[src/hdl/ft12_link_frame_receiver_assert.svh]
// Assertion helpers; the enclosing module provides clk and rst.
`ifndef FT12_LINK_FRAME_RECEIVER_ASSERT_SVH
`define FT12_LINK_FRAME_RECEIVER_ASSERT_SVH

// Same-cycle implication.
`define FT12_ASSERT_NOW(label, ante, cons) \
  label: assert property (@(posedge clk) disable iff (rst) (ante) |-> (cons)) \
    else $error("ft12 receiver check failed");

// Next-cycle implication.
`define FT12_ASSERT_NEXT(label, ante, cons) \
  label: assert property (@(posedge clk) disable iff (rst) (ante) |=> (cons)) \
    else $error("ft12 receiver check failed");

`endif

[src/hdl/ft12_pkg.sv]
`default_nettype none

package ft12_pkg;

  localparam logic [7:0] START_VARIABLE = 8'h68;
  localparam logic [7:0] START_FIXED    = 8'h10;
  localparam logic [7:0] STOP_OCTET     = 8'h16;
  localparam logic [7:0] MIN_LENGTH     = 8'd2;

  typedef enum logic [12:0] {
    PH_HUNT    = 13'b0000000000001,
    PH_F_CTRL  = 13'b0000000000010,
    PH_F_ADDR  = 13'b0000000000100,
    PH_F_SUM   = 13'b0000000001000,
    PH_F_STOP  = 13'b0000000010000,
    PH_V_LEN1  = 13'b0000000100000,
    PH_V_LEN2  = 13'b0000001000000,
    PH_V_START = 13'b0000010000000,
    PH_V_CTRL  = 13'b0000100000000,
    PH_V_ADDR  = 13'b0001000000000,
    PH_V_DATA  = 13'b0010000000000,
    PH_V_SUM   = 13'b0100000000000,
    PH_V_STOP  = 13'b1000000000000
  } phase_t;

  typedef enum logic [2:0] {
    ST_OK       = 3'd0,
    ST_SHORT    = 3'd1,
    ST_MISMATCH = 3'd2,
    ST_START    = 3'd3,
    ST_SUM      = 3'd4,
    ST_STOP     = 3'd5
  } status_t;

  typedef enum logic {
    KIND_PAYLOAD = 1'b0,
    KIND_STATUS  = 1'b1
  } kind_t;

  typedef struct packed {
    logic       valid;
    kind_t      item_kind;
    logic [7:0] data_byte;
    logic [7:0] byte_index;
    status_t    status;
    logic       fixed_frame;
    logic [7:0] control;
    logic [7:0] link_address;
    logic [7:0] payload_length;
  } result_t;

endpackage

`default_nettype wire

[src/hdl/ft12_link_frame_receiver.sv]
// FT1.2 link frame receiver.
// Slave channel (s_*): one received serial octet per word in s_tdata.
// Master channel (m_*): payload words of variable frames, passed through as
// they arrive, and one frame-end status word for every frame that got past
// its start octet. m_tuser says which kind the word is; on a status other
// than ok, drop the payload already delivered for that frame.
// Path: an accepted octet waits in the input register, and the result word it
// makes is then loaded into the output register, which drives the master side.
// Throughput: one octet per cycle unless a held result stalls the input; the
// frame state update is a single registered pass, and octets that cause no
// result never wait on the output.
// Reset (rst, synchronous) empties both registers and returns to hunting for
// a start octet. When m_tready is low with a result held, the input register
// fills and s_tready drops only once an octet that needs the output arrives.
`default_nettype none

module ft12_link_frame_receiver
  import ft12_pkg::*;
(
  input  wire logic        clk,
  input  wire logic        rst,
  input  wire logic        s_tvalid,
  output      logic        s_tready,
  input  wire logic [7:0]  s_tdata,   // [7:0] rx_byte
  output      logic        m_tvalid,
  input  wire logic        m_tready,
  output      logic [47:0] m_tdata,   // [7:0] data_byte, [15:8] byte_index,
                                      // [18:16] status, [19] fixed_frame,
                                      // [27:20] control, [35:28] link_address,
                                      // [43:36] payload_length, [47:44] zero
  output      logic [0:0]  m_tuser    // [0] item_kind
);

  logic       in_valid;
  logic [7:0] in_byte;
  logic       consume;
  logic       out_free;
  result_t    result;
  result_t    out_reg;

  ft12_frame_core u_core (
    .clk     (clk),
    .rst     (rst),
    .step    (consume),
    .rx_byte (in_byte),
    .result  (result)
  );

  assign out_free = !m_tvalid || m_tready;
  // Advance unless this word makes a result and the output slot is still taken.
  assign consume  = in_valid && (!result.valid || out_free);
  assign s_tready = !in_valid || consume;

  always_ff @(posedge clk) begin
    if (rst) begin
      in_valid <= 1'b0;
    end else if (s_tready) begin
      in_valid <= s_tvalid;
    end
  end

  always_ff @(posedge clk) begin
    if (s_tready && s_tvalid) begin
      in_byte <= s_tdata;
    end
  end

  always_ff @(posedge clk) begin
    if (rst) begin
      m_tvalid <= 1'b0;
    end else if (consume && result.valid) begin
      m_tvalid <= 1'b1;
    end else if (m_tready) begin
      m_tvalid <= 1'b0;
    end
  end

  always_ff @(posedge clk) begin
    if (consume && result.valid) begin
      out_reg <= result;
    end
  end

  assign m_tdata = {4'b0000, out_reg.payload_length, out_reg.link_address,
                    out_reg.control, out_reg.fixed_frame, out_reg.status,
                    out_reg.byte_index, out_reg.data_byte};
  assign m_tuser = out_reg.item_kind;

`include "ft12_link_frame_receiver_assert.svh"

  `FT12_ASSERT_NEXT(a_in_hold, in_valid && !consume, in_valid && $stable(in_byte))
  `FT12_ASSERT_NEXT(a_result_loaded, consume && result.valid, m_tvalid)
  `FT12_ASSERT_NOW(a_payload_clean, m_tvalid && (m_tuser == KIND_PAYLOAD), m_tdata[47:16] == 32'd0)

endmodule

`default_nettype wire

[src/hdl/ft12_frame_core.sv]
`default_nettype none

module ft12_frame_core
  import ft12_pkg::*;
(
  input  wire logic       clk,
  input  wire logic       rst,
  input  wire logic       step,
  input  wire logic [7:0] rx_byte,
  output result_t         result
);

  phase_t     phase, phase_next;
  logic [7:0] frame_length, frame_length_next;
  logic [7:0] held_control, held_control_next;
  logic [7:0] held_address, held_address_next;
  logic [7:0] running_sum, running_sum_next;
  logic [7:0] octet_count, octet_count_next;
  logic       is_fixed, is_fixed_next;

  logic       end_frame;
  status_t    end_code;
  logic       header_known;
  logic [7:0] sum_with_byte;
  logic [7:0] count_inc;
  logic [7:0] length_less2;

  assign sum_with_byte = running_sum + rx_byte;
  assign count_inc     = octet_count + 8'd1;
  assign length_less2  = frame_length - MIN_LENGTH;

  always_comb begin
    phase_next        = phase;
    frame_length_next = frame_length;
    held_control_next = held_control;
    held_address_next = held_address;
    running_sum_next  = running_sum;
    octet_count_next  = octet_count;
    is_fixed_next     = is_fixed;
    end_frame         = 1'b0;
    end_code          = ST_OK;
    result            = '0;

    unique case (phase)
      PH_F_CTRL: begin
        held_control_next = rx_byte;
        running_sum_next  = rx_byte;
        phase_next        = PH_F_ADDR;
      end
      PH_F_ADDR: begin
        held_address_next = rx_byte;
        running_sum_next  = sum_with_byte;
        phase_next        = PH_F_SUM;
      end
      PH_F_SUM: begin
        if (rx_byte != running_sum) begin
          end_frame = 1'b1;
          end_code  = ST_SUM;
        end else begin
          phase_next = PH_F_STOP;
        end
      end
      PH_F_STOP, PH_V_STOP: begin
        end_frame = 1'b1;
        end_code  = (rx_byte == STOP_OCTET) ? ST_OK : ST_STOP;
      end
      PH_V_LEN1: begin
        frame_length_next = rx_byte;
        if (rx_byte < MIN_LENGTH) begin
          end_frame = 1'b1;
          end_code  = ST_SHORT;
        end else begin
          phase_next = PH_V_LEN2;
        end
      end
      PH_V_LEN2: begin
        if (rx_byte != frame_length) begin
          end_frame = 1'b1;
          end_code  = ST_MISMATCH;
        end else begin
          phase_next = PH_V_START;
        end
      end
      PH_V_START: begin
        if (rx_byte != START_VARIABLE) begin
          end_frame = 1'b1;
          end_code  = ST_START;
        end else begin
          phase_next = PH_V_CTRL;
        end
      end
      PH_V_CTRL: begin
        held_control_next = rx_byte;
        running_sum_next  = rx_byte;
        phase_next        = PH_V_ADDR;
      end
      PH_V_ADDR: begin
        held_address_next = rx_byte;
        running_sum_next  = sum_with_byte;
        octet_count_next  = '0;
        phase_next        = (frame_length == MIN_LENGTH) ? PH_V_SUM : PH_V_DATA;
      end
      PH_V_DATA: begin
        // Pass the payload word straight through.
        result.valid      = 1'b1;
        result.item_kind  = KIND_PAYLOAD;
        result.data_byte  = rx_byte;
        result.byte_index = octet_count;
        running_sum_next  = sum_with_byte;
        octet_count_next  = count_inc;
        if (count_inc == length_less2) begin
          phase_next = PH_V_SUM;
        end
      end
      PH_V_SUM: begin
        if (rx_byte != running_sum) begin
          end_frame = 1'b1;
          end_code  = ST_SUM;
        end else begin
          phase_next = PH_V_STOP;
        end
      end
      default: begin
        // Hunt; unused codes land here too.
        phase_next = PH_HUNT;
        if (rx_byte == START_FIXED) begin
          is_fixed_next     = 1'b1;
          held_control_next = '0;
          held_address_next = '0;
          frame_length_next = '0;
          phase_next        = PH_F_CTRL;
        end else if (rx_byte == START_VARIABLE) begin
          is_fixed_next     = 1'b0;
          held_control_next = '0;
          held_address_next = '0;
          phase_next        = PH_V_LEN1;
        end
      end
    endcase

    header_known = !(end_code == ST_SHORT || end_code == ST_MISMATCH ||
                     end_code == ST_START);

    if (end_frame) begin
      // Drop the offending word and go back to hunting.
      phase_next            = PH_HUNT;
      result.valid          = 1'b1;
      result.item_kind      = KIND_STATUS;
      result.status         = end_code;
      result.fixed_frame    = is_fixed;
      result.control        = header_known ? held_control : 8'd0;
      result.link_address   = header_known ? held_address : 8'd0;
      result.payload_length = (header_known && !is_fixed) ? length_less2 : 8'd0;
    end
  end

  always_ff @(posedge clk) begin
    if (rst) begin
      phase        <= PH_HUNT;
      frame_length <= '0;
      held_control <= '0;
      held_address <= '0;
      running_sum  <= '0;
      octet_count  <= '0;
      is_fixed     <= 1'b0;
    end else if (step) begin
      phase        <= phase_next;
      frame_length <= frame_length_next;
      held_control <= held_control_next;
      held_address <= held_address_next;
      running_sum  <= running_sum_next;
      octet_count  <= octet_count_next;
      is_fixed     <= is_fixed_next;
    end
  end

endmodule

`default_nettype wire
[config.mk]
export PLATFORM = sky130hd
export DESIGN_NAME = ft12_link_frame_receiver
export DESIGN_NICKNAME = d
export VERILOG_FILES = /design/src/hdl/ft12_pkg.sv /design/src/hdl/ft12_link_frame_receiver.sv /design/src/hdl/ft12_frame_core.sv
export VERILOG_INCLUDE_DIRS = /design/src /design/src/hdl
export SDC_FILE = /design/constraint.sdc
export NUM_CORES = 1
export LEC_CHECK = 0
export ABC_AREA = 1
export BUFFER_PORTS_ARGS = -buffer_cell sky130_fd_sc_hd__buf_2
export CAP_MARGIN = 20
export CORE_ASPECT_RATIO = 0.6
export CORE_MARGIN = 2
export CORE_UTILIZATION = 50
export CTS_CLUSTER_DIAMETER = 50
export CTS_CLUSTER_SIZE = 30
export DETAILED_ROUTE_END_ITERATION = 6
export PLACE_DENSITY_LB_ADDON = 0.08
export SYNTH_ARGS = -nofsm -noshare
export SYNTH_HDL_FRONTEND = slang
export SYNTH_SLANG_ARGS = --single-unit
[constraint.sdc]
create_clock -name clk -period 6.4 [get_ports clk]
set_clock_uncertainty 0.15 [all_clocks]
set_input_delay 0.64 -clock clk [delete_from_list [all_inputs] [get_ports clk]]
set_output_delay 0.64 -clock clk [all_outputs]
set_load 0.1 [all_outputs]
Word level (Yosys, flattened, before mapping):

Index checks and enable logic that the tools add are counted.

* $add $sub $neg: 3
* $lt $le $gt $ge: 1
* equality and inequality tests: 30
* mux-type cells: 36
* bitwise logic cells: 5
* reductions and logical operators: 39

Operators with widths (count)
* $pmux 13 s11: 1
* $mux 13: 8
* $pmux 8 s2: 5
* $mux 8: 3
* $reduce_or 10->1: 2
* $mux 18: 1
* $eq 8x5->1 const B: 2
* $ne 8x8->1: 2
* $ne 3x2->1 const B: 5
* $pmux 3 s5: 1
* $eq 13x10->1 const B: 1
* $eq 13x11->1 const B: 1
* $eq 13x12->1 const B: 1
* $eq 13x13->1 const B: 1
* $eq 13x2->1 const B: 1
* $eq 13x3->1 const B: 1
* $eq 13x4->1 const B: 1
* $eq 13x5->1 const B: 1
* $eq 13x6->1 const B: 1
* $eq 13x7->1 const B: 1
* $eq 13x8->1 const B: 1
* $eq 13x9->1 const B: 1
* $mux 12: 1
* $reduce_and 3->1: 4
* 29 further kinds: 67

* register bits: 109
* input bits: 12
* output and inout port bits: 51
* logic and storage cells: 132

Depth between registers and ports, before layout:

Gate-level depths: netlist (run 1).

* depth in word-level cells: 9
* mapped depth: 16

Modules after synthesis:

Synthesis (run 1) repeated with hierarchy kept, for this count alone.

* cell total of the unflattened synthesis: 770
* area total of the unflattened synthesis: 5870.6 µm²

By module, submodules not included
* ft12_frame_core: instances 1, cells each 693, area an instance 4124.0 µm², seq. area each 1081.0 µm²
* ft12_link_frame_receiver: instances 1, cells each 77, area an instance 1746.7 µm², seq. area each 1631.6 µm²

Least setup slack after synthesis (run 1):

OpenSTA, ideal clock, no wires.

* path type: reg-to-output
* from: register in_byte[3]
* to: output s_tready
* data arrival time: 2447 ps
* setup slack: 3163 ps
* stages on the path, launching flop included: 12
* path through: edfxtp_1 ha_1 inv_1 nand2_1 nor3_1 nand3_1 a21boi_1 nor3_1 nand2_2 inv_1 nand2_1 nand3_1

* cells in the longest elaborated chain, start to end: 8
* elaborated cells on any way between the ends: 14
* those cells by class: order compare (1); eq/ne (3); mux (6); reduce/logical (4)

Ends and longest elaborated chain
* start: declaration: line ft12_link_frame_receiver.sv:35 `logic [7:0] in_byte;`
* start signal: assignment: line ft12_link_frame_receiver.sv:64 `in_byte <= s_tdata;`
* $lt 8x2->1, or another cell as far along: line ft12_frame_core.sv:69 `if (rx_byte < MIN_LENGTH) begin`
* $mux 1, on equally long branches
* $pmux 1 s5 (*): line ft12_frame_core.sv:44 `unique case (phase)`
* $mux 2 (*): line ft12_frame_core.sv:144 `if (end_frame) begin`
* $logic_not 1->1 (*): line ft12_link_frame_receiver.sv:51 `assign consume = in_valid && (!result.valid || out_free);`
* $logic_or 1x1->1 (*): line ft12_link_frame_receiver.sv:51
* $logic_and 1x1->1 (*): line ft12_link_frame_receiver.sv:51
* $logic_or 1x1->1 (*): line ft12_link_frame_receiver.sv:52 `assign s_tready = !in_valid || consume;`
* end: declaration: line ft12_link_frame_receiver.sv:23 `output logic s_tready,`

Mark *: on every way between the ends. The rest lies on a longest branch, timed or not.

Worst setup path after layout (run 1):

Same ends and word-level chain as after synthesis.

==> report_table.html, run 1 <==
<table>
<tr><th>Metric</th><th>Value</th></tr>
<tr><th colspan="2">Synth</th></tr>
<tr><td>Netlist Area Pre-Place</td><td>about 6200 µm²</td></tr>
<tr><td>Post-synthesis async set-or-reset flop share</td><td>0%</td></tr>
<tr><td>Syn_area_per_cell</td><td>~7.3 µm²</td></tr>
<tr><td>Number of flops mapped to enable cells by yosys</td><td>53</td></tr>
<tr><td>Number of distinct library cells after synthesis</td><td>39</td></tr>
<tr><td>Yosys warnings</td><td>0</td></tr>
<tr><td>Fraction of the yosys area taken by sequential cells</td><td>43.8%</td></tr>
<tr><td>Register bit total from synthesis</td><td>between 100 and 150</td></tr>
<tr><td>Main flop type after synthesis</td><td>sky130_fd_sc_hd__dfxtp_1</td></tr>
<tr><td>Post-Syn Instances</td><td>between 800 and 900</td></tr>
<tr><th colspan="2">Setup path</th></tr>
<tr><td>Crit path largest cell delay</td><td>~530 ps</td></tr>
<tr><td>Number of stages on the worst setup path</td><td>12</td></tr>
<tr><td>Critical Path End Type</td><td>primary output</td></tr>
<tr><td>CP max FO</td><td>7</td></tr>
<tr><td>CP Buf/Inv Count</td><td>3</td></tr>
<tr><td>Setup CP Type</td><td>reg -&gt; out</td></tr>
<tr><td>Required time of the critical path</td><td>between 5000 and 6000 ps</td></tr>
<tr><td>Critical path launch point type</td><td>flop</td></tr>
<tr><td>Depth of the worst register-to-register path</td><td>11</td></tr>
<tr><td>CP delay by family, top</td><td>simple AND/OR/NAND/NOR gates</td></tr>
<tr><td>CP Cell Sequence</td><td>ha_1, inv_1, nand2_1, nor3_1, nand3_1, a21boi_1, nor3_1, nand2_2, inv_1, nand2_1, nand3_1, buf_2</td></tr>
<tr><td>Arrival time at the worst endpoint</td><td>3100 ps</td></tr>
<tr><td>Register-to-Register Setup Slack</td><td>3030 ps</td></tr>
<tr><td>Standard cell with the maximum stage delay on the critical path</td><td>sky130_fd_sc_hd__edfxtp_1</td></tr>
<tr><th colspan="2">Route</th></tr>
<tr><td>Average wire per cell in the routed design</td><td>between 15 and 20 µm</td></tr>
<tr><td>Final routed DRC violation total</td><td>0</td></tr>
<tr><td>Number of design-rule violations left by the first detailed-router iteration</td><td>500</td></tr>
<tr><td>Average via count per standard cell</td><td>5.17</td></tr>
<tr><td>Number of nets still failing antenna checks after routing</td><td>0</td></tr>
<tr><td>Via count</td><td>5,544</td></tr>
<tr><td>Wire length after detailed routing</td><td>between 15,000 and 20,000 µm</td></tr>
<tr><td>Detailed-routing iteration count for the pre-antenna-repair pass</td><td>5</td></tr>
<tr><th colspan="2">Placed design</th></tr>
<tr><td>Detailed-placement wirelength estimate</td><td>approximately 12,000 µm</td></tr>
<tr><td>Count of buffers from port buffering</td><td>58</td></tr>
<tr><td>Routability congestion estimate from global placement</td><td>slightly below 1</td></tr>
<tr><th colspan="2">Floorplanning</th></tr>
<tr><td>Width of the die</td><td>148 µm</td></tr>
<tr><td>Die Footprint</td><td>13,300 µm²</td></tr>
<tr><td>Standard-cell row count</td><td>31</td></tr>
<tr><td>Floorplan core area</td><td>around 12,000 µm²</td></tr>
<tr><td>Die outline height</td><td>90.2 µm</td></tr>
<tr><td>Total I/O pin count</td><td>63</td></tr>
<tr><td>Initial Util</td><td>about half</td></tr>
<tr><th colspan="2">Power</th></tr>
<tr><td>Static leakage</td><td>3.44 nW</td></tr>
<tr><td>Maximum VDD drop</td><td>approximately 0.13 mV</td></tr>
<tr><td>Pwr Density</td><td>212 nW/µm²</td></tr>
<tr><th colspan="2">Hold path</th></tr>
<tr><td>Class of the most critical hold timing path</td><td>in -&gt; reg</td></tr>
<tr><td>WHS Path Cells</td><td>1</td></tr>
<tr><th colspan="2">Clocking</th></tr>
<tr><td>H-tree lvl count</td><td>3</td></tr>
<tr><td>Total clock buffers created by CTS</td><td>9</td></tr>
<tr><td>Worst-path clk slew</td><td>around 80 ps</td></tr>
<tr><td>Number of sinks driven by the clock tree</td><td>109</td></tr>
<tr><td>Number of buffers added for setup after CTS</td><td>0</td></tr>
<tr><td>Clock tree from TritonCTS</td><td>built</td></tr>
<tr><td>Gates resized, CTS repair</td><td>0</td></tr>
<tr><td>Hold_buf cts</td><td>0</td></tr>
<tr><td>Cell chosen for the clock root</td><td>sky130_fd_sc_hd__clkbuf_16</td></tr>
<tr><td>Clock insertion delay at the later pin of the skew report</td><td>360 ps</td></tr>
<tr><td>Deepest clock path buffer count</td><td>2</td></tr>
<tr><th colspan="2">Timing</th></tr>
<tr><td>Setup-failing EPs final</td><td>0</td></tr>
<tr><td>Setup repair after global routing missed its margin</td><td>false</td></tr>
<tr><td>Achievable frequency</td><td>about 260 MHz</td></tr>
<tr><td>Relative slew margins</td><td>32.1%</td></tr>
<tr><td>Share of the clock period used by the worst path</td><td>60.8%</td></tr>
<tr><td>Final max-slew violation count</td><td>0</td></tr>
<tr><td>Slew at the pin closest to its max-slew limit</td><td>around 1000 ps</td></tr>
<tr><td>Fin Setup TNS</td><td>0 ps</td></tr>
<tr><td>Final Critical Period</td><td>3890 ps</td></tr>
<tr><td>Final hold viol count</td><td>0</td></tr>
<tr><td>Final hold slack</td><td>around 300 ps</td></tr>
<tr><th colspan="2">Final layout</th></tr>
<tr><td>Total inserted antenna cells</td><td>0</td></tr>
<tr><td>Most common cell after layout, fill and taps aside</td><td>sky130_fd_sc_hd__nand2_1</td></tr>
<tr><td>Share of final-layout standard cells stronger than drive strength 1</td><td>approximately 14%</td></tr>
<tr><td>Storage cell area</td><td>2710 µm²</td></tr>
<tr><td>Multi-input combinational cell area</td><td>2890 µm²</td></tr>
<tr><td>Highest-count cells in the layout ignoring fill and taps</td><td>sky130_fd_sc_hd__nand2_1 (225), sky130_fd_sc_hd__nor2_1 (165), sky130_fd_sc_hd__inv_1 (112)</td></tr>
<tr><td>Growth of design area from synthesis to finish</td><td>11.3%</td></tr>
<tr><td>Nets</td><td>between 900 and 1k</td></tr>
<tr><td>Fillers</td><td>~1.1k</td></tr>
<tr><th colspan="2">GRT</th></tr>
<tr><td>Global router's overall resource usage</td><td>25.7%</td></tr>
<tr><td>Via count of the first global-routing pass</td><td>between 5k and 6k</td></tr>
<tr><td>Initial antenna violation count</td><td>0</td></tr>
<tr><td>Wire length of the first global-routing pass</td><td>~27,000 µm</td></tr>
<tr><td>Largest net degree at the start of global routing</td><td>44</td></tr>
<tr><td>Global route overflow</td><td>0</td></tr>
<tr><th colspan="2">Job</th></tr>
<tr><td>Max-capacitance violation count</td><td>0</td></tr>
<tr><th colspan="2">Status</th></tr>
<tr><td>Outcome</td><td>completed</td></tr>
</table>
worst paths after layout:
path,startpoint,end
worst max-delay path,in_byte[3],s_tready
worst min register to register,u_core.octet_count[7],u_core.octet_count[7]
worst max register to register,in_byte[3],u_core.octet_count[0]
worst min-delay path,s_tdata[6],in_byte[6]
cells by family (layout without fill, tap and decap cells):
| family | after synthesis | after routing | share of synthesized area, % |
|---|---|---|---|
| adder cells (fa/ha/maj) | 10 | 10 | 2.14 |
| AND/OR/NAND/NOR | 528 | 528 | 38.1 |
| other | 1 | 4 | 0.0606 |
| flip-flops | 109 | 109 | 43.8 |
| XOR/XNOR | 17 | 17 | 2.40 |
| buffers and inverters | 142 | 196 | 9.68 |
| AO/OA/AOI/OAI | 43 | 43 | 3.76 |
through the flow:
step / setup WS [ps] / area [µm²] / power, W / std cells / utilization, %
after floorplan: 3160 / 6200 / 0.000872 / 853 / -
after global placement: 2990 / 6560 / 0.000900 / 1055 / 54.4
after detailed placement: 2940 / 6590 / 0.000904 / 1056 / 54.6
after CTS: 2530 / 6890 / 0.00148 / 1072 / 57.1
after global routing: 2350 / 6890 / 0.00152 / 1072 / 57.1
final: 2510 / 6890 / 0.00146 / 1072 / 57.1
state kept, by name, indices dropped and copies added, names as in the netlist, 8 cells and up:
signal / count
in_byte: 8
u_core.frame_length: 8
m_tdata: 44
u_core.held_address: 8
u_core.phase: 13
u_core.octet_count: 8
u_core.held_control: 8
u_core.running_sum: 8
per-layer routing:
metal / up-vias / GRT usage, % / share of wire, %
met5: - / 0 / 0
met4: 0 / 5.29 / 0.86
met3: 13 / 5.38 / 7.2
met2: 192 / 36.9 / 40
met1: 2569 / 39.7 / 52
li1: 2770 / - / -
power breakdown:
| group | internal (W) | switching [W] |
|---|---|---|
| clock network | 0.000287 | 0.000285 |
| logic | 0.0000352 | 0.000102 |
| registers | 0.000739 | 0.0000149 |
| total | 0.00106 | 0.000402 |
worst reg2reg max path: stages, from the launching register on:
cell and delay (ps):
sky130_fd_sc_hd__edfxtp_1 530, sky130_fd_sc_hd__ha_1 410, sky130_fd_sc_hd__inv_1 120, sky130_fd_sc_hd__nand2_1 60
sky130_fd_sc_hd__nor3_1 140, sky130_fd_sc_hd__nand3_1 270, sky130_fd_sc_hd__a21oi_1 280, sky130_fd_sc_hd__nand4_2 190
sky130_fd_sc_hd__nand2_4 380, sky130_fd_sc_hd__nand3_1 450, sky130_fd_sc_hd__o21ai_1 250, sky130_fd_sc_hd__inv_1 50
Yosys cell counts, types with 7 or more instances:
master / count / share of area, %
sky130_fd_sc_hd__xor2_1: 10 / 1.4
sky130_fd_sc_hd__xnor2_1: 7 / 0.99
sky130_fd_sc_hd__inv_1: 113 / 6.8
sky130_fd_sc_hd__o21ai_0: 17 / 1.4
sky130_fd_sc_hd__ha_1: 9 / 1.8
sky130_fd_sc_hd__dfxtp_1: 56 / 18
sky130_fd_sc_hd__buf_2: 8 / 0.65
sky130_fd_sc_hd__nand3_1: 52 / 4.2
sky130_fd_sc_hd__nor2_2: 17 / 1.7
sky130_fd_sc_hd__nor2_1: 165 / 10
sky130_fd_sc_hd__edfxtp_1: 53 / 26
sky130_fd_sc_hd__nand2_2: 9 / 0.91
sky130_fd_sc_hd__nor2_4: 7 / 1.3
sky130_fd_sc_hd__a21oi_1: 18 / 1.5
sky130_fd_sc_hd__nand4_1: 29 / 2.9
sky130_fd_sc_hd__nand2_1: 225 / 14
sky130_fd_sc_hd__nor3_1: 10 / 0.81
final cells by class:
type	count	share of cell area (%)
Clock inverter	6	0.908
Timing Repair Buffer	61	4.83
Clock buffer	10	3.47
Sequential cell	109	39.4
Inverter	119	6.48
Tap cell	165	3.00
Multi-Input combinational cell	602	42.0
Power figures use the tool's default switching activity.
==> run 2, diff against run 1 <==
--- a/config.mk
+++ b/config.mk
@@ -6,7 +6,7 @@
 export SDC_FILE = /design/constraint.sdc
 export NUM_CORES = 1
 export LEC_CHECK = 0
-export ABC_AREA = 1
+export ABC_AREA = 0
 export BUFFER_PORTS_ARGS = -buffer_cell sky130_fd_sc_hd__buf_2
 export CAP_MARGIN = 20
 export CORE_ASPECT_RATIO = 0.6
==> constraint.sdc (replaced) <==
create_clock -name clk -period 3.2 [get_ports clk]
set_clock_uncertainty 0.15 [all_clocks]
set_input_delay 0.32 -clock clk [delete_from_list [all_inputs] [get_ports clk]]
set_output_delay 0.32 -clock clk [all_outputs]
set_load 0.1 [all_outputs]
==> run 2 against run 1 <==
- wire length down 4.3%
- synthesized cell count fell by 31%
- global-route usage rose by 0.13 points
- synthesized area fell by 8.0%
- sequential cell count unchanged
- highest routed layer unchanged
==> report_table.html, run 2 <==
<table>
<tr><th>Metric</th><th>Value</th></tr>
<tr><th colspan="2">Synth</th></tr>
<tr><td>Main flop type after synthesis</td><td>sky130_fd_sc_hd__dfxtp_1</td></tr>
<tr><td>Adder-cell area share of the yosys netlist</td><td>2.33% (+0.19 points)</td></tr>
<tr><td>Cell type with the largest total area after synthesis</td><td>sky130_fd_sc_hd__edfxtp_1</td></tr>
<tr><td>Netlist Area Pre-Place</td><td>5700 µm² (-8.0%)</td></tr>
<tr><td>Largest family of logic cells by synthesized area</td><td>simple AND/OR/NAND/NOR gates</td></tr>
<tr><td>Ranking of synthesized cells by area</td><td>sky130_fd_sc_hd__edfxtp_1 (28%), sky130_fd_sc_hd__dfxtp_1 (20%), sky130_fd_sc_hd__and2_1 (4.1%), sky130_fd_sc_hd__nand2_1 (3.6%), sky130_fd_sc_hd__a21oi_1 (2.9%)</td></tr>
<tr><td>Multiplexer area fraction after synthesis</td><td>2.64% (+2.6 points)</td></tr>
<tr><td>Fraction of the yosys area taken by sequential cells</td><td>47.6% (+3.8 points)</td></tr>
<tr><td>Syn_area_per_cell</td><td>9.72 µm² (+33%)</td></tr>
<tr><td>XOR/XNOR Fraction of Synth Area</td><td>4.94% (+2.5 points)</td></tr>
<tr><td>Share of synthesized cell area in and, or, nand and nor gates</td><td>25.9% (-12 points)</td></tr>
<tr><td>Number of flops mapped to enable cells by yosys</td><td>53 (unchanged)</td></tr>
<tr><td>Cell with the most instances after synthesis</td><td>sky130_fd_sc_hd__dfxtp_1</td></tr>
<tr><td>Top cell type's share of synthesized area</td><td>27.9% (+2.2 points)</td></tr>
<tr><td>Yosys warnings</td><td>0 (unchanged)</td></tr>
<tr><td>Post-Syn Instances</td><td>586 (-31%)</td></tr>
<tr><td>Number of distinct library cells after synthesis</td><td>66 (+69%)</td></tr>
<tr><td>Top cells by count, synth</td><td>sky130_fd_sc_hd__dfxtp_1 (56), sky130_fd_sc_hd__nand2_1 (54), sky130_fd_sc_hd__edfxtp_1 (53)</td></tr>
<tr><td>Register bit total from synthesis</td><td>109 (unchanged)</td></tr>
<tr><td>Post-synthesis async set-or-reset flop share</td><td>0% (unchanged)</td></tr>
<tr><td>Compound-cell area share of the yosys netlist</td><td>11.6% (+7.8 points)</td></tr>
<tr><th colspan="2">Final layout</th></tr>
<tr><td>Highest-count cells in the layout ignoring fill and taps</td><td>sky130_fd_sc_hd__buf_2 (57), sky130_fd_sc_hd__dfxtp_1 (56), sky130_fd_sc_hd__nand2_1 (54)</td></tr>
<tr><td>Growth of design area from synthesis to finish</td><td>18.8%</td></tr>
<tr><td>Total inserted antenna cells</td><td>0 (unchanged)</td></tr>
<tr><td>Number of flip-flops in the largest register</td><td>44 (unchanged)</td></tr>
<tr><td>Nets</td><td>688 (-26%)</td></tr>
<tr><td>Most common cell after layout, fill and taps aside</td><td>sky130_fd_sc_hd__buf_2</td></tr>
<tr><td>Post-route insts no fill</td><td>815 (-24%)</td></tr>
<tr><td>Share of final-layout standard cells stronger than drive strength 1</td><td>23.0% (+8.8 points)</td></tr>
<tr><th colspan="2">GRT</th></tr>
<tr><td>Initial antenna violation count</td><td>0 (unchanged)</td></tr>
<tr><td>Global router's overall resource usage</td><td>25.8% (+0.13 points)</td></tr>
<tr><td>Global route overflow</td><td>0 (unchanged)</td></tr>
<tr><td>Wire length of the first global-routing pass</td><td>23,900 µm (-11%)</td></tr>
<tr><td>Largest net degree at the start of global routing</td><td>39 (-11%)</td></tr>
<tr><td>Via count of the first global-routing pass</td><td>4,294 (-19%)</td></tr>
<tr><th colspan="2">Power</th></tr>
<tr><td>Maximum VDD drop</td><td>0.255 mV (+99%)</td></tr>
<tr><td>Sw Share</td><td>24.2% (-3.3 points)</td></tr>
<tr><td>Clock Power Share</td><td>42.7% (+3.6 points)</td></tr>
<tr><td>Static leakage</td><td>2.50 nW (-27%)</td></tr>
<tr><td>Comb power frac</td><td>5.2% (-4.2 points)</td></tr>
<tr><td>Pint</td><td>0.00214 W (+100%)</td></tr>
<tr><td>Pwr Density</td><td>416 nW/µm² (+96%)</td></tr>
<tr><td>Switching Power</td><td>0.000680 W (+69%)</td></tr>
<tr><td>Sequential group share of total power</td><td>52.1% (+0.6 points)</td></tr>
<tr><th colspan="2">Setup path</th></tr>
<tr><td>Depth of the worst register-to-register path</td><td>10 (-1)</td></tr>
<tr><td>Crit path largest cell delay</td><td>600 ps (+70 ps)</td></tr>
<tr><td>Required time of the critical path</td><td>2730 ps (-2880 ps)</td></tr>
<tr><td>FF-to-FF Start</td><td>in_byte[0]</td></tr>
<tr><td>Critical Path End Type</td><td>primary output</td></tr>
<tr><td>Arrival time at the worst endpoint</td><td>2640 ps (-460 ps)</td></tr>
<tr><td>CP Cell Sequence</td><td>or4_4, buf_4, nor3_1, o211ai_1, nand4_1, o211ai_1, buf_4, buf_12</td></tr>
<tr><td>End of the worst register-to-register path</td><td>u_core.phase[6]</td></tr>
<tr><td>Register-to-Register Setup Slack</td><td>180 ps (-2850 ps)</td></tr>
<tr><td>Setup CP Type</td><td>reg -&gt; out</td></tr>
<tr><td>Critical path launch point type</td><td>flop</td></tr>
<tr><td>CP delay by family, top</td><td>simple AND/OR/NAND/NOR gates</td></tr>
<tr><td>Standard cell with the maximum stage delay on the critical path</td><td>sky130_fd_sc_hd__or4_4</td></tr>
<tr><td>CP max FO</td><td>6 (-1)</td></tr>
<tr><td>CP Buf/Inv Count</td><td>3 (unchanged)</td></tr>
<tr><th colspan="2">Floorplanning</th></tr>
<tr><td>Total I/O pin count</td><td>63 (unchanged)</td></tr>
<tr><td>Floorplan core area</td><td>11,200 µm² (-7.3%)</td></tr>
<tr><td>Width of the die</td><td>142 µm (-4.0%)</td></tr>
<tr><td>Standard-cell row count</td><td>30 (-3.2%)</td></tr>
<tr><td>Initial Util</td><td>50.9% (-0.40 points)</td></tr>
<tr><td>Die outline height</td><td>86.7 µm (-3.9%)</td></tr>
<tr><td>Die Footprint</td><td>12,300 µm² (-7.7%)</td></tr>
<tr><th colspan="2">Timing</th></tr>
<tr><td>Setup-failing EPs final</td><td>0 (unchanged)</td></tr>
<tr><td>Relative slew margins</td><td>61.4% (+29 points)</td></tr>
<tr><td>Final hold viol count</td><td>0 (unchanged)</td></tr>
<tr><td>Achievable frequency</td><td>~320 MHz</td></tr>
<tr><td>Final Critical Period</td><td>slightly above 3000 ps</td></tr>
<tr><td>Slew at the pin closest to its max-slew limit</td><td>580 ps (-436 ps)</td></tr>
<tr><td>Final hold slack</td><td>17.2 ps (-286 ps)</td></tr>
<tr><td>Fin Setup TNS</td><td>0 ps (unchanged)</td></tr>
<tr><td>Final max-slew violation count</td><td>0 (unchanged)</td></tr>
<tr><td>Share of the clock period used by the worst path</td><td>around 97%</td></tr>
<tr><td>Final worst setup slack</td><td>95.0 ps (-2410 ps)</td></tr>
<tr><th colspan="2">Clocking</th></tr>
<tr><td>Clock tree from TritonCTS</td><td>built</td></tr>
<tr><td>Deepest clock path buffer count</td><td>2 (unchanged)</td></tr>
<tr><td>Total clock buffers created by CTS</td><td>9 (unchanged)</td></tr>
<tr><td>H-tree lvl count</td><td>3 (unchanged)</td></tr>
<tr><td>Worst-path clk slew</td><td>80 ps (about the same)</td></tr>
<tr><td>Clock insertion delay at the later pin of the skew report</td><td>360 ps (about the same)</td></tr>
<tr><td>Cell chosen for the clock root</td><td>sky130_fd_sc_hd__clkbuf_16</td></tr>
<tr><td>Number of sinks driven by the clock tree</td><td>109 (unchanged)</td></tr>
<tr><th colspan="2">Route</th></tr>
<tr><td>Final routed DRC violation total</td><td>0 (unchanged)</td></tr>
<tr><td>Wire length after detailed routing</td><td>15,600 µm (-4.3%)</td></tr>
<tr><td>Average via count per standard cell</td><td>5.91 (+14%)</td></tr>
<tr><td>Number of design-rule violations left by the first detailed-router iteration</td><td>353 (-29%)</td></tr>
<tr><td>Detailed-routing iteration count for the pre-antenna-repair pass</td><td>5 (unchanged)</td></tr>
<tr><td>Via count</td><td>4,815 (-13%)</td></tr>
<tr><td>Number of nets still failing antenna checks after routing</td><td>0 (unchanged)</td></tr>
<tr><td>Average wire per cell in the routed design</td><td>19.1 µm (+26%)</td></tr>
<tr><th colspan="2">Placed design</th></tr>
<tr><td>Detailed-placement wirelength estimate</td><td>11,300 µm (-5.8%)</td></tr>
<tr><td>Worst slack at placement</td><td>91.6 ps (-2850 ps)</td></tr>
<tr><td>Placed Instances</td><td>786 (-26%)</td></tr>
<tr><td>Routability congestion estimate from global placement</td><td>1.01 (+3.4%)</td></tr>
<tr><td>Count of buffers from port buffering</td><td>58 (unchanged)</td></tr>
<tr><th colspan="2">Status</th></tr>
<tr><td>Outcome</td><td>completed</td></tr>
<tr><th colspan="2">Hold path</th></tr>
<tr><td>WHS Path Cells</td><td>1 (unchanged)</td></tr>
<tr><td>Class of the most critical hold timing path</td><td>in -&gt; reg</td></tr>
<tr><td>Startpoint of the lowest-slack hold path</td><td>s_tdata[6]</td></tr>
<tr><td>Hold-critical path endpoint</td><td>in_byte[6]</td></tr>
<tr><th colspan="2">Job</th></tr>
<tr><td>Max-capacitance violation count</td><td>0 (unchanged)</td></tr>
</table>
==> run 2: repair_timing <==
action                                  CTS  global route
pin swaps                                 1             5
gates resized for setup                   0             5
buffers inserted                          1             6
endpoints found under the hold margin     5             1
hold buffers                              5             1
endpoints found under the setup margin    1            13
==> run 2: per-layer routing <==
metal / GRT usage, % / wire length [µm] / vias up
li1: - / - / 2274
met1: 39.7 / 7790 / 2302
met2: 35.3 / 6300 / 219
met3: 7.35 / 1300 / 20
met4: 6.73 / 206 / 0
met5: 0 / 0 / -
==> run 2: area by class of cell <==
| cell class | count | area (µm²) |
|---|---|---|
| timing repair buffer | 109 | 728 |
| sequential | 109 | 2710 |
| fill | 979 | 4420 |
| clock buffer | 9 | 225 |
| inverter | 17 | 63.8 |
| multi-input combinational | 420 | 2760 |
| clock inverter | 7 | 92.6 |
| tap | 144 | 180 |
==> run 2: how the worst max path moves through the flow <==
| stage | slack (ps) | to | depth (start not counted) | startpoint |
|---|---|---|---|---|
| final | 90 | s_tready | 8 | u_core.phase[0] |
| after global routing | -20 | s_tready | 9 | in_byte[3] |
| after CTS | 50 | s_tready | 8 | in_byte[1] |
| after detailed placement | 90 | u_core.is_fixed | 8 | in_byte[1] |
| after global placement | 180 | u_core.octet_count[1] | 8 | in_byte[2] |
| after floorplan | -670 | in_byte[0] | 7 | in_byte[6] |
==> run 2: power groups by stage <==
stage          combinational [W]  sequential (W)  clock, W
3_3_place_gp            0.000131         0.00150         0
6_report                0.000147         0.00147   0.00120
3_5_place_dp            0.000131         0.00150         0
4_1_cts                 0.000136         0.00147   0.00122
5_1_grt                 0.000156         0.00147   0.00128
2_1_floorplan          0.0000960         0.00149         0
==> run 2: per-stage QoR <==
step | power [W] | utilization [%] | instance area, µm²
finish | 0.00282 | 60.5 | 6770
global route | 0.00290 | 60.5 | 6770
CTS | 0.00282 | 59.8 | 6680
detailed placement | 0.00163 | 56.4 | 6310
global placement | 0.00163 | 56.4 | 6310
floorplan | 0.00159 | - | 5740
==> run 2: cells by family (layout without fill, tap and decap cells) <==
logic type	count (synthesis)	count (layout)
simple gates	264	264
flops	109	109
compound gates	98	98
buf+inv	60	142
xor+xnor	29	29
mux	15	15
fa+ha+maj	10	10
other cells	1	4
==> run 3, diff against run 2 <==
--- a/config.mk
+++ b/config.mk
@@ -6,7 +6,7 @@
 export SDC_FILE = /design/constraint.sdc
 export NUM_CORES = 1
 export LEC_CHECK = 0
-export ABC_AREA = 0
+export ABC_AREA = 1
 export BUFFER_PORTS_ARGS = -buffer_cell sky130_fd_sc_hd__buf_2
 export CAP_MARGIN = 20
 export CORE_ASPECT_RATIO = 0.6
==> run 3 against run 2 <==
- sequential power about the same
- final cell count up 34%
- combinational power up 110%
- via count up 16%
- critical endpoint unchanged
==> report_table.html, run 3 (synthesis gave the netlist of run 1 again) <==
<table>
<tr><th>Metric</th><th>Value</th></tr>
<tr><th colspan="2">Clocking</th></tr>
<tr><td>Worst-path clk slew</td><td>80 ps (about the same)</td></tr>
<tr><td>Clock tree from TritonCTS</td><td>built</td></tr>
<tr><td>Deepest clock path buffer count</td><td>2 (unchanged)</td></tr>
<tr><td>Clock insertion delay at the later pin of the skew report</td><td>360 ps (about the same)</td></tr>
<tr><td>Cell chosen for the clock root</td><td>sky130_fd_sc_hd__clkbuf_16</td></tr>
<tr><td>Total clock buffers created by CTS</td><td>9 (unchanged)</td></tr>
<tr><td>H-tree lvl count</td><td>3 (unchanged)</td></tr>
<tr><td>Number of sinks driven by the clock tree</td><td>109 (unchanged)</td></tr>
<tr><th colspan="2">Route</th></tr>
<tr><td>Wire length after detailed routing</td><td>16,100 µm (+3.4%)</td></tr>
<tr><td>Average wire per cell in the routed design</td><td>14.7 µm (-23%)</td></tr>
<tr><td>Number of design-rule violations left by the first detailed-router iteration</td><td>455 (+29%)</td></tr>
<tr><td>Via count</td><td>5,608 (+16%)</td></tr>
<tr><td>Number of nets still failing antenna checks after routing</td><td>0 (unchanged)</td></tr>
<tr><td>Detailed-routing iteration count for the pre-antenna-repair pass</td><td>5 (unchanged)</td></tr>
<tr><td>Average via count per standard cell</td><td>5.12 (-13%)</td></tr>
<tr><td>Final routed DRC violation total</td><td>0 (unchanged)</td></tr>
<tr><th colspan="2">Floorplanning</th></tr>
<tr><td>Die Footprint</td><td>13,300 µm² (+8.4%)</td></tr>
<tr><td>Total I/O pin count</td><td>63 (unchanged)</td></tr>
<tr><td>Die outline height</td><td>90.2 µm (+4.1%)</td></tr>
<tr><td>Width of the die</td><td>148 µm (+4.1%)</td></tr>
<tr><td>Initial Util</td><td>51.3% (+0.40 points)</td></tr>
<tr><td>Standard-cell row count</td><td>31 (+3.3%)</td></tr>
<tr><td>Floorplan core area</td><td>12,100 µm² (+7.8%)</td></tr>
<tr><th colspan="2">Timing</th></tr>
<tr><td>Setup-failing EPs final</td><td>0 (unchanged)</td></tr>
<tr><td>Final hold viol count</td><td>0 (unchanged)</td></tr>
<tr><td>Slew at the pin closest to its max-slew limit</td><td>602 ps (+22.9 ps)</td></tr>
<tr><td>Relative slew margins</td><td>59.7% (-1.7 points)</td></tr>
<tr><td>Final max-slew violation count</td><td>0 (unchanged)</td></tr>
<tr><td>Achievable frequency</td><td>322 MHz (-0.14%)</td></tr>
<tr><td>Final Critical Period</td><td>3110 ps (+4.23 ps)</td></tr>
<tr><td>Final hold slack</td><td>11.1 ps (-6.17 ps)</td></tr>
<tr><td>Share of the clock period used by the worst path</td><td>97.2% (+0.13 points)</td></tr>
<tr><th colspan="2">Hold path</th></tr>
<tr><td>Class of the most critical hold timing path</td><td>in -&gt; reg</td></tr>
<tr><td>Startpoint of the lowest-slack hold path</td><td>s_tdata[0]</td></tr>
<tr><th colspan="2">Setup path</th></tr>
<tr><td>Setup CP Type</td><td>reg -&gt; out</td></tr>
<tr><td>Arrival time at the worst endpoint</td><td>2640 ps (about the same)</td></tr>
<tr><td>Required time of the critical path</td><td>2730 ps (about the same)</td></tr>
<tr><td>CP max FO</td><td>6 (unchanged)</td></tr>
<tr><td>Critical path launch point</td><td>in_byte[2]</td></tr>
<tr><td>FF-to-FF Start</td><td>in_byte[2]</td></tr>
<tr><td>Critical path launch point type</td><td>flop</td></tr>
<tr><td>Critical Path End Type</td><td>primary output</td></tr>
<tr><th colspan="2">Final layout</th></tr>
<tr><td>Growth of design area from synthesis to finish</td><td>14.9%</td></tr>
<tr><td>Share of the core filled with cells</td><td>59.0% (-1.5 points)</td></tr>
<tr><td>Highest-count cells in the layout ignoring fill and taps</td><td>sky130_fd_sc_hd__nand2_1 (225), sky130_fd_sc_hd__nor2_1 (165), sky130_fd_sc_hd__inv_1 (111)</td></tr>
<tr><td>Most common cell after layout, fill and taps aside</td><td>sky130_fd_sc_hd__nand2_1</td></tr>
<tr><td>Number of flip-flops in the largest register</td><td>44 (unchanged)</td></tr>
<tr><td>Nets</td><td>948 (+38%)</td></tr>
<tr><td>Total inserted antenna cells</td><td>0 (unchanged)</td></tr>
<tr><td>Share of final-layout standard cells stronger than drive strength 1</td><td>16.0% (-6.9 points)</td></tr>
<tr><th colspan="2">GRT</th></tr>
<tr><td>Global router's overall resource usage</td><td>25.0% (-0.87 points)</td></tr>
<tr><td>Wire length of the first global-routing pass</td><td>26,200 µm (+9.5%)</td></tr>
<tr><td>Largest net degree at the start of global routing</td><td>32 (-18%)</td></tr>
<tr><td>Global route overflow</td><td>0 (unchanged)</td></tr>
<tr><td>Via count of the first global-routing pass</td><td>5,257 (+22%)</td></tr>
<tr><td>Initial antenna violation count</td><td>0 (unchanged)</td></tr>
<tr><th colspan="2">Placed design</th></tr>
<tr><td>Detailed-placement wirelength estimate</td><td>12,000 µm (+6.3%)</td></tr>
<tr><td>Routability congestion estimate from global placement</td><td>0.915 (-9.0%)</td></tr>
<tr><td>Count of buffers from port buffering</td><td>58 (unchanged)</td></tr>
<tr><th colspan="2">Power</th></tr>
<tr><td>Static leakage</td><td>3.54 nW (+42%)</td></tr>
<tr><td>Pwr Density</td><td>413 nW/µm² (-0.83%)</td></tr>
<tr><td>Total design power</td><td>0.00294 W (+4.2%)</td></tr>
<tr><td>Maximum VDD drop</td><td>0.266 mV (+4.3%)</td></tr>
<tr><th colspan="2">Job</th></tr>
<tr><td>Max-capacitance violation count</td><td>0 (unchanged)</td></tr>
<tr><th colspan="2">Status</th></tr>
<tr><td>Outcome</td><td>completed</td></tr>
</table>
-- run 3: cell count changes in the layout (fill, tap and decap cells not counted), sizes merged, moves of 10 or more --
| cell | previous run | this run |
|---|---|---|
| a21oi | 34 | 18 |
| and2 | 37 | 0 |
| buf | 103 | 78 |
| inv | 21 | 120 |
| mux2i | 15 | 0 |
| nand2 | 54 | 237 |
| nand3 | 32 | 58 |
| nand4 | 18 | 30 |
| nor2 | 43 | 189 |
| nor3 | 21 | 11 |
| nor4 | 16 | 0 |
-- run 3: cell type report --
cell class,instances,area [µm²]
clock buffers,9,225
clock inverters,7,77.6
fillers,1158,4950
inverters,119,450
multi-input cells,602,2910
flip-flops and latches,109,2710
well taps,165,206
repair buffers,85,526
-- run 3: repair_timing --
item                                    in CTS  in global routing
resized for setup                            0                  4
hold buffers                                 7                  0
buffers inserted                             0                  2
endpoints found under the hold margin        7                  0
endpoints found under the setup margin       0                  1
-- run 3: worst paths after layout --
check / end / slack (ps) / cells past startpoint
worst max-delay path: s_tready / 90 / 12
worst min-delay path: in_byte[0] / 10 / 1
worst max register to register: u_core.octet_count[0] / 260 / 11
worst min register to register: u_core.running_sum[7] / 340 / 2
-- run 3: metrics by stage --
stage / cell area [µm²] / TNS (ps) / cells / setup WS (ps)
final: 7110 / 0 / 1096 / 90.8
after global routing: 7110 / -24.6 / 1096 / -24.6
after CTS: 7070 / 0 / 1094 / 73.9
after detailed placement: 6700 / 0 / 1071 / 313
after global placement: 6700 / 0 / 1071 / 390
after floorplan: 6200 / 0 / 853 / 152
-- run 3: per-layer routing --
metal | vias up | wire length [µm] | global-route usage [%]
li1 | 2826 | - | -
met1 | 2565 | 8080 | 38.2
met2 | 203 | 6670 | 36.3
met3 | 14 | 1220 | 4.82
met4 | 0 | 153 | 5.77
met5 | - | 0 | 0
-- run 3: critical path, cell delays in order (launching register included) --
cell                       delay [ps]
sky130_fd_sc_hd__edfxtp_1         430
sky130_fd_sc_hd__ha_1             400
sky130_fd_sc_hd__inv_1             90
sky130_fd_sc_hd__nand2_1           50
sky130_fd_sc_hd__nor3_1           180
sky130_fd_sc_hd__nand3_2          210
sky130_fd_sc_hd__a21boi_1         220
sky130_fd_sc_hd__nor3_2           150
sky130_fd_sc_hd__nand2_2           80
sky130_fd_sc_hd__inv_1             70
sky130_fd_sc_hd__nand2_1           60
sky130_fd_sc_hd__nand3_1          140
sky130_fd_sc_hd__buf_12           200
-- run 3: report_power, final --
part	total, W	internal [W]	leakage [nW]	switching (W)
combinational	0.000311	0.0000881	2.38	0.000223
sequential	0.00150	0.00148	1.02	0.0000187
clock	0.00113	0.000556	0.144	0.000572
total	0.00294	0.00212	3.54	0.000814
